$ cat src/design/mds_pkg.sv
// ----------------------------------------------------------------------------
// mds_pkg: shared types and constants of the motor duty shaper
// Configuration record, register indexes, reset values and the shaped
// result record passed from the shaping logic to the result register.
// ----------------------------------------------------------------------------
package mds_pkg;

    // field widths
    localparam int unsigned DUTY_W  = 10;
    localparam int unsigned SLEW_W  = 11;
    localparam int unsigned SPEED_W = 11;
    localparam int unsigned CMD_W   = 16;

    // apb geometry
    localparam int unsigned ADDR_W  = 4;
    localparam int unsigned DATA_W  = 32;

    // register reset values
    localparam logic [DUTY_W-1:0] MAX_DUTY_RST  = 10'd1000;
    localparam logic [DUTY_W-1:0] DEAD_ZONE_RST = 10'd0;
    localparam logic [DUTY_W-1:0] MIN_DUTY_RST  = 10'd0;
    localparam logic [SLEW_W-1:0] SLEW_STEP_RST = 11'd2047;

    // register index within the map, address is 4 * index
    typedef enum logic [1:0] {
        REG_MAX_DUTY  = 2'd0,
        REG_DEAD_ZONE = 2'd1,
        REG_MIN_DUTY  = 2'd2,
        REG_SLEW_STEP = 2'd3
    } t_reg_idx;

    // live configuration
    typedef struct packed {
        logic [DUTY_W-1:0] max_duty;
        logic [DUTY_W-1:0] dead_zone;
        logic [DUTY_W-1:0] min_duty;
        logic [SLEW_W-1:0] slew_step;
    } t_cfg;

    // one shaped result
    typedef struct packed {
        logic                      phase_write;
        logic [DUTY_W-1:0]         phase_duty;
        logic [DUTY_W-1:0]         enable_duty;
        logic signed [SPEED_W-1:0] shaped_speed;
    } t_shaped;

endpackage

$ cat src/design/mds_apb_regs.sv
// ----------------------------------------------------------------------------
// mds_apb_regs: configuration registers behind an apb slave
// Four registers at byte addresses 0, 4, 8 and 12, zero wait states,
// read back of the stored values.
// ----------------------------------------------------------------------------
module mds_apb_regs (
    input  logic                         i_clk,
    input  logic                         i_rst_n,
    input  logic                         psel,
    input  logic                         penable,
    input  logic                         pwrite,
    input  logic [mds_pkg::ADDR_W-1:0]   paddr,
    input  logic [mds_pkg::DATA_W-1:0]   pwdata,
    output logic [mds_pkg::DATA_W-1:0]   prdata,
    output logic                         pready,
    output mds_pkg::t_cfg                o_cfg
);
    import mds_pkg::*;

    t_cfg     r_cfg;
    t_reg_idx reg_idx;
    logic     wr_en;

    assign reg_idx = t_reg_idx'(paddr[3:2]);
    assign wr_en   = psel & penable & pwrite;
    assign pready  = 1'b1;

    // register write
    always_ff @(posedge i_clk) begin
        if (!i_rst_n) begin
            r_cfg.max_duty  <= MAX_DUTY_RST;
            r_cfg.dead_zone <= DEAD_ZONE_RST;
            r_cfg.min_duty  <= MIN_DUTY_RST;
            r_cfg.slew_step <= SLEW_STEP_RST;
        end else if (wr_en) begin
            unique case (reg_idx)
                REG_MAX_DUTY:  r_cfg.max_duty  <= pwdata[DUTY_W-1:0];
                REG_DEAD_ZONE: r_cfg.dead_zone <= pwdata[DUTY_W-1:0];
                REG_MIN_DUTY:  r_cfg.min_duty  <= pwdata[DUTY_W-1:0];
                REG_SLEW_STEP: r_cfg.slew_step <= pwdata[SLEW_W-1:0];
            endcase
        end
    end

    // read back
    always_comb begin
        unique case (reg_idx)
            REG_MAX_DUTY:  prdata = DATA_W'(r_cfg.max_duty);
            REG_DEAD_ZONE: prdata = DATA_W'(r_cfg.dead_zone);
            REG_MIN_DUTY:  prdata = DATA_W'(r_cfg.min_duty);
            REG_SLEW_STEP: prdata = DATA_W'(r_cfg.slew_step);
        endcase
    end

    assign o_cfg = r_cfg;

endmodule

$ cat src/design/mds_shaper.sv
// ----------------------------------------------------------------------------
// mds_shaper: combinational speed shaping for one command
// Clamp, dead zone, minimum duty, slew limit against the previous output,
// then enable and phase compare values.
// ----------------------------------------------------------------------------
module mds_shaper (
    input  mds_pkg::t_cfg                      i_cfg,
    input  logic signed [mds_pkg::CMD_W-1:0]   i_cmd,
    input  logic signed [mds_pkg::SPEED_W-1:0] i_prev,
    output mds_pkg::t_shaped                   o_res
);
    import mds_pkg::*;

    localparam int unsigned WC = CMD_W + 1;  // clamp width
    localparam int unsigned WS = 13;         // shaping width, holds +-4095

    logic signed [WC-1:0] cmd_x, mx_c, mx_c_neg;
    logic signed [WC-1:0] clamped_c;
    logic signed [WS-1:0] clamped, dz, mn, sl, prev;
    logic signed [WS-1:0] zoned, diff, slewed;
    logic [WS-1:0]        mag;

    always_comb begin
        cmd_x    = WC'(i_cmd);
        mx_c     = $signed({{(WC-DUTY_W){1'b0}}, i_cfg.max_duty});
        mx_c_neg = -mx_c;
        dz       = $signed({{(WS-DUTY_W){1'b0}}, i_cfg.dead_zone});
        mn       = $signed({{(WS-DUTY_W){1'b0}}, i_cfg.min_duty});
        sl       = $signed({{(WS-SLEW_W){1'b0}}, i_cfg.slew_step});
        prev     = WS'(i_prev);

        // clamp to plus or minus max duty
        if (cmd_x > mx_c) begin
            clamped_c = mx_c;
        end else if (cmd_x < mx_c_neg) begin
            clamped_c = mx_c_neg;
        end else begin
            clamped_c = cmd_x;
        end
        clamped = clamped_c[WS-1:0];

        // dead zone and minimum duty
        if (clamped > -dz && clamped < dz) begin
            zoned = '0;
        end else if (clamped > 0 && clamped < mn) begin
            zoned = mn;
        end else if (clamped < 0 && clamped > -mn) begin
            zoned = -mn;
        end else begin
            zoned = clamped;
        end

        // slew limit, a stop bypasses it
        diff   = zoned - prev;
        slewed = zoned;
        if (zoned != 0) begin
            if (diff > sl) begin
                slewed = prev + sl;
            end else if (diff < -sl) begin
                slewed = prev - sl;
            end
        end

        // enable magnitude and phase compare
        mag = slewed[WS-1] ? WS'(-slewed) : WS'(slewed);
        o_res.shaped_speed = slewed[SPEED_W-1:0];
        o_res.enable_duty  = mag[DUTY_W-1:0];
        o_res.phase_write  = (slewed != 0);
        o_res.phase_duty   = slewed[WS-1] ? i_cfg.max_duty : '0;
    end

endmodule

$ cat src/design/motor_duty_shaper.sv
// ----------------------------------------------------------------------------
// motor_duty_shaper: per motor speed command shaping for pwm drive
// Takes signed speed commands, applies clamp, dead zone, minimum duty and
// slew limit per motor, and returns enable and phase compare values.
//
//   channel   dir  width  contents
//   s_axis    in   16+1   command word, tuser selects the motor
//   m_axis    out  32+1   shaped result word, tuser is the motor index
//   apb       in   4/32   max_duty, dead_zone, min_duty, slew_step
//
// one word per cycle sustained while results are taken; a word passes the
// input register, the shaping logic and the result register in that order.
// the per motor last output is written as a result is registered, so a
// following word for the same motor sees it without waiting.
// a stalled result holds the input register, which still takes a word
// when the result register drains. reset clears all motor histories.
// words whose motor select is not below NUM_MOTORS are taken and dropped.
// ----------------------------------------------------------------------------
module motor_duty_shaper #(
    parameter int unsigned NUM_MOTORS = 2
) (
    input  logic                         i_clk,
    input  logic                         i_rst_n,
    // command stream
    input  logic                         s_axis_tvalid,
    output logic                         s_axis_tready,
    input  logic [15:0]                  s_axis_tdata,  // [15:0] speed_command
    input  logic                         s_axis_tuser,  // [0] motor_select
    // result stream
    output logic                         m_axis_tvalid,
    input  logic                         m_axis_tready,
    // [10:0] shaped_speed, [20:11] enable_duty, [30:21] phase_duty,
    // [31] phase_write
    output logic [31:0]                  m_axis_tdata,
    output logic                         m_axis_tuser,  // [0] motor_index
    // configuration
    input  logic                         psel,
    input  logic                         penable,
    input  logic                         pwrite,
    input  logic [mds_pkg::ADDR_W-1:0]   paddr,
    input  logic [mds_pkg::DATA_W-1:0]   pwdata,
    output logic [mds_pkg::DATA_W-1:0]   prdata,
    output logic                         pready
);
    import mds_pkg::*;

    localparam int unsigned IDX_W   = (NUM_MOTORS > 1) ? $clog2(NUM_MOTORS) : 1;
    localparam bit          SEL1_OK = (NUM_MOTORS > 1);

    t_cfg                      cfg;
    t_shaped                   shaped;

    logic                      r_in_valid;
    logic                      r_in_sel;
    logic signed [CMD_W-1:0]   r_in_cmd;
    logic                      r_out_valid;
    logic                      r_out_sel;
    t_shaped                   r_out;
    logic signed [SPEED_W-1:0] r_last [NUM_MOTORS];

    logic                      out_free;
    logic                      in_take;
    logic                      in_range;
    logic                      advance;
    logic [IDX_W-1:0]          in_idx;

    // configuration registers
    mds_apb_regs u_regs (
        .i_clk   (i_clk),
        .i_rst_n (i_rst_n),
        .psel    (psel),
        .penable (penable),
        .pwrite  (pwrite),
        .paddr   (paddr),
        .pwdata  (pwdata),
        .prdata  (prdata),
        .pready  (pready),
        .o_cfg   (cfg)
    );

    // handshake
    assign out_free      = !r_out_valid || m_axis_tready;
    assign advance       = r_in_valid && out_free;
    assign s_axis_tready = !r_in_valid || out_free;
    assign in_take       = s_axis_tvalid && s_axis_tready;
    assign in_range      = (s_axis_tuser == 1'b0) || SEL1_OK;
    assign in_idx        = IDX_W'(r_in_sel);

    // input register
    always_ff @(posedge i_clk) begin
        if (!i_rst_n) begin
            r_in_valid <= 1'b0;
        end else if (s_axis_tready) begin
            r_in_valid <= in_take && in_range;
        end
    end

    always_ff @(posedge i_clk) begin
        if (in_take) begin
            r_in_sel <= s_axis_tuser;
            r_in_cmd <= s_axis_tdata;
        end
    end

    // shaping logic
    mds_shaper u_shaper (
        .i_cfg  (cfg),
        .i_cmd  (r_in_cmd),
        .i_prev (r_last[in_idx]),
        .o_res  (shaped)
    );

    // per motor history
    always_ff @(posedge i_clk) begin
        if (!i_rst_n) begin
            for (int m = 0; m < NUM_MOTORS; m++) begin
                r_last[m] <= '0;
            end
        end else if (advance) begin
            r_last[in_idx] <= shaped.shaped_speed;
        end
    end

    // result register
    always_ff @(posedge i_clk) begin
        if (!i_rst_n) begin
            r_out_valid <= 1'b0;
        end else if (out_free) begin
            r_out_valid <= r_in_valid;
        end
    end

    always_ff @(posedge i_clk) begin
        if (advance) begin
            r_out_sel <= r_in_sel;
            r_out     <= shaped;
        end
    end

    assign m_axis_tvalid = r_out_valid;
    assign m_axis_tuser  = r_out_sel;
    assign m_axis_tdata  = {r_out.phase_write, r_out.phase_duty,
                            r_out.enable_duty, r_out.shaped_speed};

endmodule
$ cat config.mk
export PLATFORM = sky130hd
export DESIGN_NAME = motor_duty_shaper
export DESIGN_NICKNAME = d
export VERILOG_FILES = /design/src/design/mds_pkg.sv /design/src/design/mds_apb_regs.sv /design/src/design/mds_shaper.sv /design/src/design/motor_duty_shaper.sv
export SDC_FILE = /design/constraint.sdc
export NUM_CORES = 1
export LEC_CHECK = 0
export BUFFER_PORTS_ARGS = -buffer_cell sky130_fd_sc_hd__buf_4
export CORE_MARGIN = 2
export CORE_UTILIZATION = 45
export CTS_BUF_LIST = sky130_fd_sc_hd__clkbuf_8
export CTS_CLUSTER_DIAMETER = 60
export CTS_CLUSTER_SIZE = 30
export DETAILED_ROUTE_END_ITERATION = 7
export PLACE_DENSITY = 0.67
export SYNTH_ARGS = -nofsm -noshare
export SYNTH_HDL_FRONTEND = slang
export SYNTH_SLANG_ARGS = --single-unit
export TNS_END_PERCENT = 10
$ cat constraint.sdc
create_clock -name i_clk -period 21.5 [get_ports i_clk]
set_input_delay 4.3 -clock i_clk [delete_from_list [all_inputs] [get_ports i_clk]]
set_output_delay 4.3 -clock i_clk [all_outputs]
set_load 0.05 [all_outputs]
Word level (Yosys, flattened, before mapping)

Memory sizes are Yosys's and may differ from the RTL's. A register that Yosys moved wholly into a read port is not among the register bits.
Cells that the tools add are included.

Bits in registers: 93
Bits in latches: 0
RAM bits: 22
Bits in read-only memories: 0
Input bits: 60
Output and inout bits: 68
Word-level logic and storage cells: 72
Memories: 1

Memory list:

| memory | depth | width | rd ports | clocked after Yosys merged registers in | wr ports | line                    | text |
|---|---|---|---|---|---|---|---|
| r_last | 2     | 11    | 1        | 1                                       | 2        | motor_duty_shaper.sv:59 | `logic signed [SPEED_W-1:0] r_last [NUM_MOTORS];` |

Add/sub/neg operators: 8
$mul: 0
Div/mod/pow operators: 0
Order comparisons: 10
Equal/unequal tests: 3
Shift-type cells: 0
Multiplexer cells: 18
Bitwise logic cells: 2
Reductions and logical operators: 17

Operators with widths:

| operator                                             | number |
|---|---|
| case mux 32 bit (4 select lines)                     | 1 |
| two-way mux 13 bit                                   | 8 |
| nonzero test 32 bit                                  | 2 |
| > comparator 13 bit                                  | 2 |
| < comparator 13 x 11 -> 1 bit                        | 2 |
| negator 10 -> 13 bit                                 | 2 |
| < comparator 16 x 17 -> 1 bit                        | 1 |
| negator 10 -> 17 bit                                 | 1 |
| > comparator 16 x 11 -> 1 bit                        | 1 |
| adder 11 x 12 -> 13 bit                              | 1 |
| > comparator 13 x 1 -> 1 bit (second input constant) | 1 |
| > comparator 13 x 12 -> 1 bit                        | 1 |
| < comparator 13 x 1 -> 1 bit (second input constant) | 1 |
| < comparator 13 bit                                  | 1 |
| negator 11 -> 13 bit                                 | 1 |
| subtractor 11 x 12 -> 13 bit                         | 1 |
| subtractor 13 x 11 -> 13 bit                         | 1 |
| two-way mux 11 bit                                   | 1 |
| OR reduction 11 bit                                  | 1 |
| two-way mux 10 bit                                   | 1 |
| negator 10 bit                                       | 1 |
| AND reduction 2 bit                                  | 4 |
| two-way mux 1 bit                                    | 7 |
| logical AND 1 bit                                    | 5 |
| 6 further kinds                                      | 10 |

Logic depth before layout (Yosys ltp)

Gate-level depths: netlist (run 1).

Depth in word-level cells: 16
Depth in mapped cells: 60
Gate-level depth less buffers: 56

By module

A second synthesis (run 1) with hierarchy kept.

Cell total of the unflattened synthesis: 1271
Area, all modules: 11393.4 um^2

Modules (own cells, without submodules):

| module            | instances | cells each | area an instance (um^2) | sequential area each (um^2) |
|---|---|---|---|---|
| mds_shaper        | 1         | 941        | 6542.5                  | 0.0 |
| motor_duty_shaper | 1         | 132        | 2827.7                  | 2222.1 |
| mds_apb_regs      | 1         | 198        | 2023.2                  | 820.8 |

Worst setup path after synthesis (run 1)

No wires, ideal clock.

Path kind: reg-to-reg
Start: reg u_regs.r_cfg, in the netlist u_regs.o_cfg[31]
End: reg r_out, in the netlist m_axis_tdata[20] (data pin)
Library setup time: 265 ps
Data arrival time: 10365 ps
Required time: 21235 ps
Path slack: 10870 ps
Stages on the path, launching flop included: 50
Buffers on the path: 4
Clock period less this slack: 10630 ps
Cell sequence: dfxtp_1 -> nor3_2 -> nand2_1 -> nor3_1 -> nand2_1 -> nor3_1 -> ha_1 -> nand4_1 -> o21ba_2 -> nand3_1 -> and2_1 -> nor3_1 -> buf_2 -> clkbuf_1 -> a21oi_1 -> o21ai_1 -> inv_2 -> ha_1 -> [... 14 more ...] -> a21oi_1 -> o21ai_0 -> a21oi_1 -> o21bai_1 -> a21oi_1 -> o21ai_0 -> xnor2_1 -> xnor2_1 -> ha_1 -> nand2b_1 -> o31ai_1 -> inv_1 -> or3_1 -> buf_4 -> o32a_1 -> o21ai_2 -> o41ai_2 -> xnor2_1

RTL lines:

| item                   | line                     | text |
|---|---|---|
| start: declaration     | mds_apb_regs.sv:20       | `t_cfg r_cfg;` |
| end signal: assignment | motor_duty_shaper.sv:136 | `r_out <= shaped;` |
| end: declaration       | motor_duty_shaper.sv:58  | `t_shaped r_out;` |

==> flow_metrics.tcl, run 1 <==
set metrics [dict create \
    status "finished, final reports clean" \
    p_seq_share_pct 25.5 \
    core_mm2 0.0235 \
    maxSlewViolCount 0 \
    die_height_um 159 \
    hp-class "reg2reg" \
    ctsResizeCount 0 \
    tightest_slew_ns 1.03 \
    wl_per_cell_um 20.3 \
    intPower_w 0.000624 \
    grt.total_usage_pct 26.3 \
    drt_wl_total_um 33500 \
    setup_viol 0 \
    p_leak_nw 5.10 \
    drive_gt1_share_pct 13.9 \
    hold_violations 0 \
    worstPathRequired_ns 21.69 \
    viasPerCell 5.99 \
    start_util_pct 46.0 \
    vias 9879 \
    pin_count 128 \
    switching_share_pct 47.5 \
    fmax_mhz 73.1 \
    yosys_warnings 0 \
    area_delta_synth_final_pct 10.7 \
    peakVddDrop_uv 58.1 \
    synthFlopType "edfxtp_1" \
    clock_path_buffers 2 \
    cts.reportedPaths.clkPinSlew_ns 0.08 \
    cts_root_buffer "clkbuf_8" \
    antenna_found_initial 0 \
    skew_ns 0.0241 \
    fin_crit_sh_pct 63.7 \
    drv_cap 0 \
    die_area_mm2 0.0253 \
    p_total_w 0.00119 \
    rows 56 \
    critPathMaxFanout 19 \
    synthesis.area_mm2 0.0108 \
    cts_tree "built" \
    drt_iter0_drc 1057 \
    start_kind "flop" \
    setup_tns_ns 0 \
    cp_slowest_cell "nor2_1" \
    holdPathStages 0 \
    avgSynthCellArea_um2 8.61 \
    synthArstFlopShare_pct 0 \
    post_cts_buffers 0 \
    grt_max_degree 48 \
    ys_ff_latch 115 \
    period_needed_ns 13.69 \
    antenna_left 0 \
    grt_pass1_wl_um 52200 \
    place.gp.congestion 0.979 \
    reg2reg_depth 54 \
    fp.dieW_um 159 \
    rsz0062_at_grt "false" \
    ctsHoldBuffers 0 \
    cts_made_buffers 17 \
    power_density_mw_per_mm2 99.2 \
    synthDistinctLibCells 99 \
    detailed_place_hpwl_um 26000 \
    seq_area_frac_synth_pct 27.8 \
    drtPass1Iterations 5 \
    nets 1494 \
    combPwrFrac_pct 58.3 \
    slew_headroom_pct 31.5 \
    p_switching_w 0.000565 \
    cts.sink_count 115 \
    slowest_delay_ns 0.73 \
    syn_inst 1258 \
    num_antenna_cells 0 \
    grt_pass1_vias 9357 \
    clk_latency_ns 0.47 \
    timing.critical_path.mode_cell "a21oi_1" \
    pwr-share-clk_pct 16.2 \
    worst_setup_path_end_kind "flop" \
    crit_type "reg2reg" \
    cp.arrival_ns 13.88 \
    htreeDepth 4 \
    grt-ovfl-total 0 \
    synth-edff-count 71 \
    post-route-drc-count 0 \
    io_buffers 82 \
]
final cells by class:
class,count,area [um^2]
tap,319,399
multi-input combinational,993,7160
inverter,94,353
sequential,115,3010
clock buffer,17,234
timing repair buffer,96,721
clock inverter,15,119
fill,2296,11500
power by group through the flow:
stage               registers (W)  logic (W)  clock network, W
global placement         0.000308   0.000671                 0
finish                   0.000303   0.000693          0.000193
detailed placement       0.000308   0.000682                 0
CTS                      0.000304   0.000685          0.000195
global route             0.000307   0.000754          0.000204
floorplan                0.000376   0.000448                 0
logic make-up (layout without fill, tap and decap cells):
kind of cell / Yosys count / count (layout) / share of synthesized area [%]
simple gates: 430 / 430 / 20.2
compound gates: 315 / 315 / 20.6
buf+inv: 170 / 222 / 6.97
fa+ha+maj: 122 / 122 / 14.2
flops: 115 / 115 / 27.8
xor+xnor: 53 / 53 / 4.29
mux: 51 / 51 / 5.88
other cells: 2 / 22 / 0.0693
through the flow:
step,util [%],instance area [um^2],hold WS (ns),std cells,setup slack [ns]
floorplan,-,10900,0.461,1278,10.87
global placement,49.5,11600,0.492,1617,8.32
detailed placement,49.5,11600,0.500,1617,8.34
CTS,51.0,12000,0.506,1649,8.23
global route,51.0,12000,0.513,1649,7.03
finish,51.0,12000,0.521,1649,7.81
Yosys cell counts, drive strengths merged, types with 5 or more instances:
cell    number  area share [%]
a211oi      19             1.6
buf         41             2.5
a21boi      11            0.76
clkbuf      35             1.2
nand2      106             3.7
a31oi        8            0.46
maj3         5            0.47
o221ai       5            0.46
and3         8            0.46
ha         114              13
a221oi       5            0.40
and2         7            0.40
o211ai      31             2.1
nand2b      14            0.83
o21bai      13            0.90
a311oi       6            0.49
a22oi        5            0.35
nor3        44             2.2
mux2i       40             3.7
nor2b       44             2.5
nor4        11            0.69
mux4        10             2.1
nand3       22             1.1
or2         13            0.75
or4          6            0.45
a21o        13            0.90
edfxtp      71              20
o21a        27             1.9
inv         91             3.2
dfxtp       44             8.1
nor2       110             3.8
o31ai        9            0.62
or3          7            0.45
o32ai        5            0.58
a211o        6            0.49
nand4       21             1.2
xnor2       44             3.6
xor2         9            0.73
a21oi       64             3.0
o21ai       54             2.5
layout by cell type (no fill, tap or decap), types with 17 or more instances in the layout:
master	n
ha_1	114
nand4_1	21
inv_1	90
nand2_1	105
clkbuf_8	17
o21ai_0	47
nor2_1	109
buf_4	96
conb_1	22
a21oi_1	63
dfxtp_1	44
edfxtp_1	71
xnor2_1	44
nor3_1	39
nor2b_1	43
o21a_1	27
nand3_1	21
mux2i_1	40
o211ai_1	31
worst max-delay path: cells and delay by family, from the launching register on:
family / cells / cell delay (ns)
AOI/OAI and AO/OA: 25 / 4.96
and+or+nand+nor: 18 / 5.47
buffers and inverters: 3 / 0.41
adders and majority gates: 5 / 1.64
xor gates and xnor gates: 3 / 0.47
DFF: 1 / 0.45
per-layer routing:
layer | GRT usage [%] | up-vias | wire length (um)
met4 | 9.75 | 0 | 1030
met1 | 36.6 | 4707 | 14700
li1 | - | 4661 | -
met2 | 40.2 | 441 | 14700
met5 | 0 | - | 0
met3 | 5.50 | 70 | 3010
state kept, by name (all words and copies together) (netlist names), named ones only:
signal	flops
m_axis_tvalid	1
m_axis_tdata	31
m_axis_tuser	1
r_in_valid	1
r_in_cmd	16
u_regs.o_cfg	41
in_idx	1
r_last	22
final timing paths:
check | slack, ns | startpoint | endpoint
min reg2reg | 0.52 | in_idx | m_axis_tuser
min | 0.52 | in_idx | m_axis_tuser
max | 7.81 | u_regs.o_cfg[31] | m_axis_tdata[19]
max reg2reg | 7.81 | u_regs.o_cfg[31] | m_axis_tdata[19]
(Power assumes the default switching activity.)
==> run 2: changes to the inputs <==
ABC_AREA = 1   (was unset)
PLACE_DENSITY = 0.7   (was 0.67)
clock period = 11 ns   (was 21.5 ns; I/O delays follow)
==> run 2 against run 1 <==
  * Final cell count up 13%
  * Routed wire length fell by 8.7%
  * Combinational power grew to 2.6 times the previous value
  * Hold slack gained 0.010 ns
  * Synthesized cell count up 16%
  * Critical path type unchanged
==> flow_metrics.tcl, run 2 <==
set metrics [dict create \
    ff_latch_area_mm2 0.00301 \
    drtPass1Iterations 8 \
    nets 1712 \
    seq_area_frac_synth_pct 28.5 \
    slew_headroom_pct 28.6 \
    clk_latency_ns 0.45 \
    drt_iter0_drc 991 \
    grt_pass1_wl_um 48600 \
    grt_pass1_vias 9196 \
    num_antenna_cells 0 \
    core_mm2 0.0233 \
    fp.dieW_um 157 \
    syn_inst 1458 \
    drv_cap 0 \
    worst_setup_path_end_kind "flop" \
    clock_path_buffers 2 \
    place.gp.congestion 1.02 \
    period_needed_ns 10.09 \
    dpl_cell_area_mm2 0.0114 \
    setup_viol 0 \
    rsz0062_at_grt "false" \
    avgSynthCellArea_um2 7.26 \
    viasPerCell 5.35 \
    crit_buf_inv 7 \
    synthAdderAreaFrac_pct 14.0 \
    hold_violations 0 \
    die_area_mm2 0.0248 \
    area_delta_synth_final_pct 11.7 \
    cts_made_buffers 17 \
    synth_compound_area_share_pct 13.1 \
    start_kind "flop" \
    cts.reportedPaths.clkPinSlew_ns 0.08 \
    cts_tree "built" \
    pin_count 128 \
    fmax_mhz 99.1 \
    yosys_warnings 0 \
    synth_top_family_by_area "simple AND/OR/NAND/NOR gates" \
    vias 9987 \
    critPathMaxFanout 16 \
    power_density_mw_per_mm2 237 \
    synthesis.area_mm2 0.0106 \
    drive_gt1_share_pct 13.9 \
    synthArstFlopShare_pct 0 \
    tightest_slew_ns 1.07 \
    synth_top_cell_by_area "edfxtp_1" \
    synthMuxAreaShare_pct 0 \
    cp.arrival_ns 10.30 \
    hp-class "reg2reg" \
    synthSimpleGateAreaFrac_pct 28.9 \
    largest_reg_flops 41 \
    synthDistinctLibCells 51 \
    final_common_cell "nand2_1" \
    drt_wl_total_um 30500 \
    post-route-drc-count 0 \
    skew_ns 0.0124 \
    peakVddDrop_uv 222 \
    p_leak_nw 5.80 \
    detailed_place_hpwl_um 24200 \
    ys_ff_latch 115 \
    synthFlopType "edfxtp_1" \
    die_height_um 157 \
    multi_input_area_mm2 0.00648 \
    synth-edff-count 71 \
    synth_top_cell_area_share_pct 20.1 \
    cp_slowest_cell "fa_1" \
    antenna_left 0 \
    grt_max_degree 47 \
    grt.total_usage_pct 25.3 \
    wl_per_cell_um 16.4 \
    fin_crit_sh_pct 91.7 \
    start_util_pct 45.5 \
    htreeDepth 4 \
    io_buffers 82 \
    crit_type "reg2reg" \
    status "finished, final reports clean" \
    post_cts_buffers 0 \
    worstPathRequired_ns 11.21 \
    timing.critical_path.mode_cell "nand2_1" \
    path_delay_family "simple AND/OR/NAND/NOR gates" \
    p_total_w 0.00281 \
    synth_common_cells "nand2_1, inv_1, ha_1, nor2_1, nand3_1" \
    grt-ovfl-total 0 \
    cts_root_buffer "clkbuf_8" \
    setup_tns_ns 0 \
    instances_no_fill 1867 \
    fin_area_mm2 0.0118 \
    slowest_delay_ns 0.47 \
    cts.sink_count 115 \
    antenna_found_initial 0 \
    synth_area_leaders "edfxtp_1, ha_1, nand2_1, dfxtp_1, inv_1" \
    place_inst 1835 \
    rows 56 \
    final_cell_mix "nand2_1, inv_1, ha_1" \
    synth_most_common_cell "nand2_1" \
    fillCellCount 2282 \
    maxSlewViolCount 0 \
    synth_xor_area_share_pct 4.30 \
]
run 2: cell count changes after synthesis, moves of 15 or more:
cell     delta
nand2_1   +202
inv_1     +115
nand3_1    +82
nor2b_1    -43
mux2i_1    -40
o21ai_0    +40
xnor2_1    -37
xor2_1     +36
a21oi_1    +31
o21a_1     -26
nand2_2    +24
nor3_1     -24
nand3_2    +15
run 2: logic make-up (layout without fill, tap and decap cells):
kind of cell / after synthesis / after routing
AND/OR/NAND/NOR: 652 / 652
AO/OA/AOI/OAI: 248 / 248
adder cells (fa/ha/maj): 117 / 117
buffers and inverters: 272 / 342
flip-flops: 115 / 115
other: 2 / 22
XOR/XNOR: 52 / 52
run 2: per-layer routing:
layer / track usage [%] / routed length (um)
met1: 37.6 / 14400
met2: 37.7 / 12700
met3: 3.74 / 2690
met4: 7.36 / 711
met5: 0 / 0
run 2: metrics by stage:
stage                     setup WS (ns)  hold slack [ns]  util, %
after floorplan                    2.31            0.449        -
after global placement             1.14            0.504     49.1
after detailed placement           1.04            0.504     49.1
after CTS                         0.987            0.536     50.8
after global routing             0.0263            0.550     50.9
final                             0.913            0.532     50.9
run 2: where the power goes:
part	switching, W	total [W]	internal [W]
Combinational	0.00119	0.00177	0.000576
Sequential	0.0000260	0.000619	0.000593
Clock	0.000213	0.000421	0.000208
run 2: what timing repair did:
item,4_1_cts,5_1_grt
setup endpoints to repair,0,2
resized for setup,0,1
hold buffers,0,0
run 2: final cells by class:
class	instances	area share, %
multi-input cells	1091	54.8
inverters	213	6.76
clock inverters	15	1.45
flip-flops and latches	115	25.5
repair buffers	97	6.16
well taps	319	3.37
clock buffers	17	1.98
run 2: final timing paths:
check,start,to,slack (ns),cells after the start
worst max-delay path,u_regs.o_cfg[32],m_axis_tdata[17],0.91,67
worst min-delay path,in_idx,m_axis_tuser,0.53,0
worst max register to register,u_regs.o_cfg[32],m_axis_tdata[17],0.91,67
worst min register to register,in_idx,m_axis_tuser,0.53,0
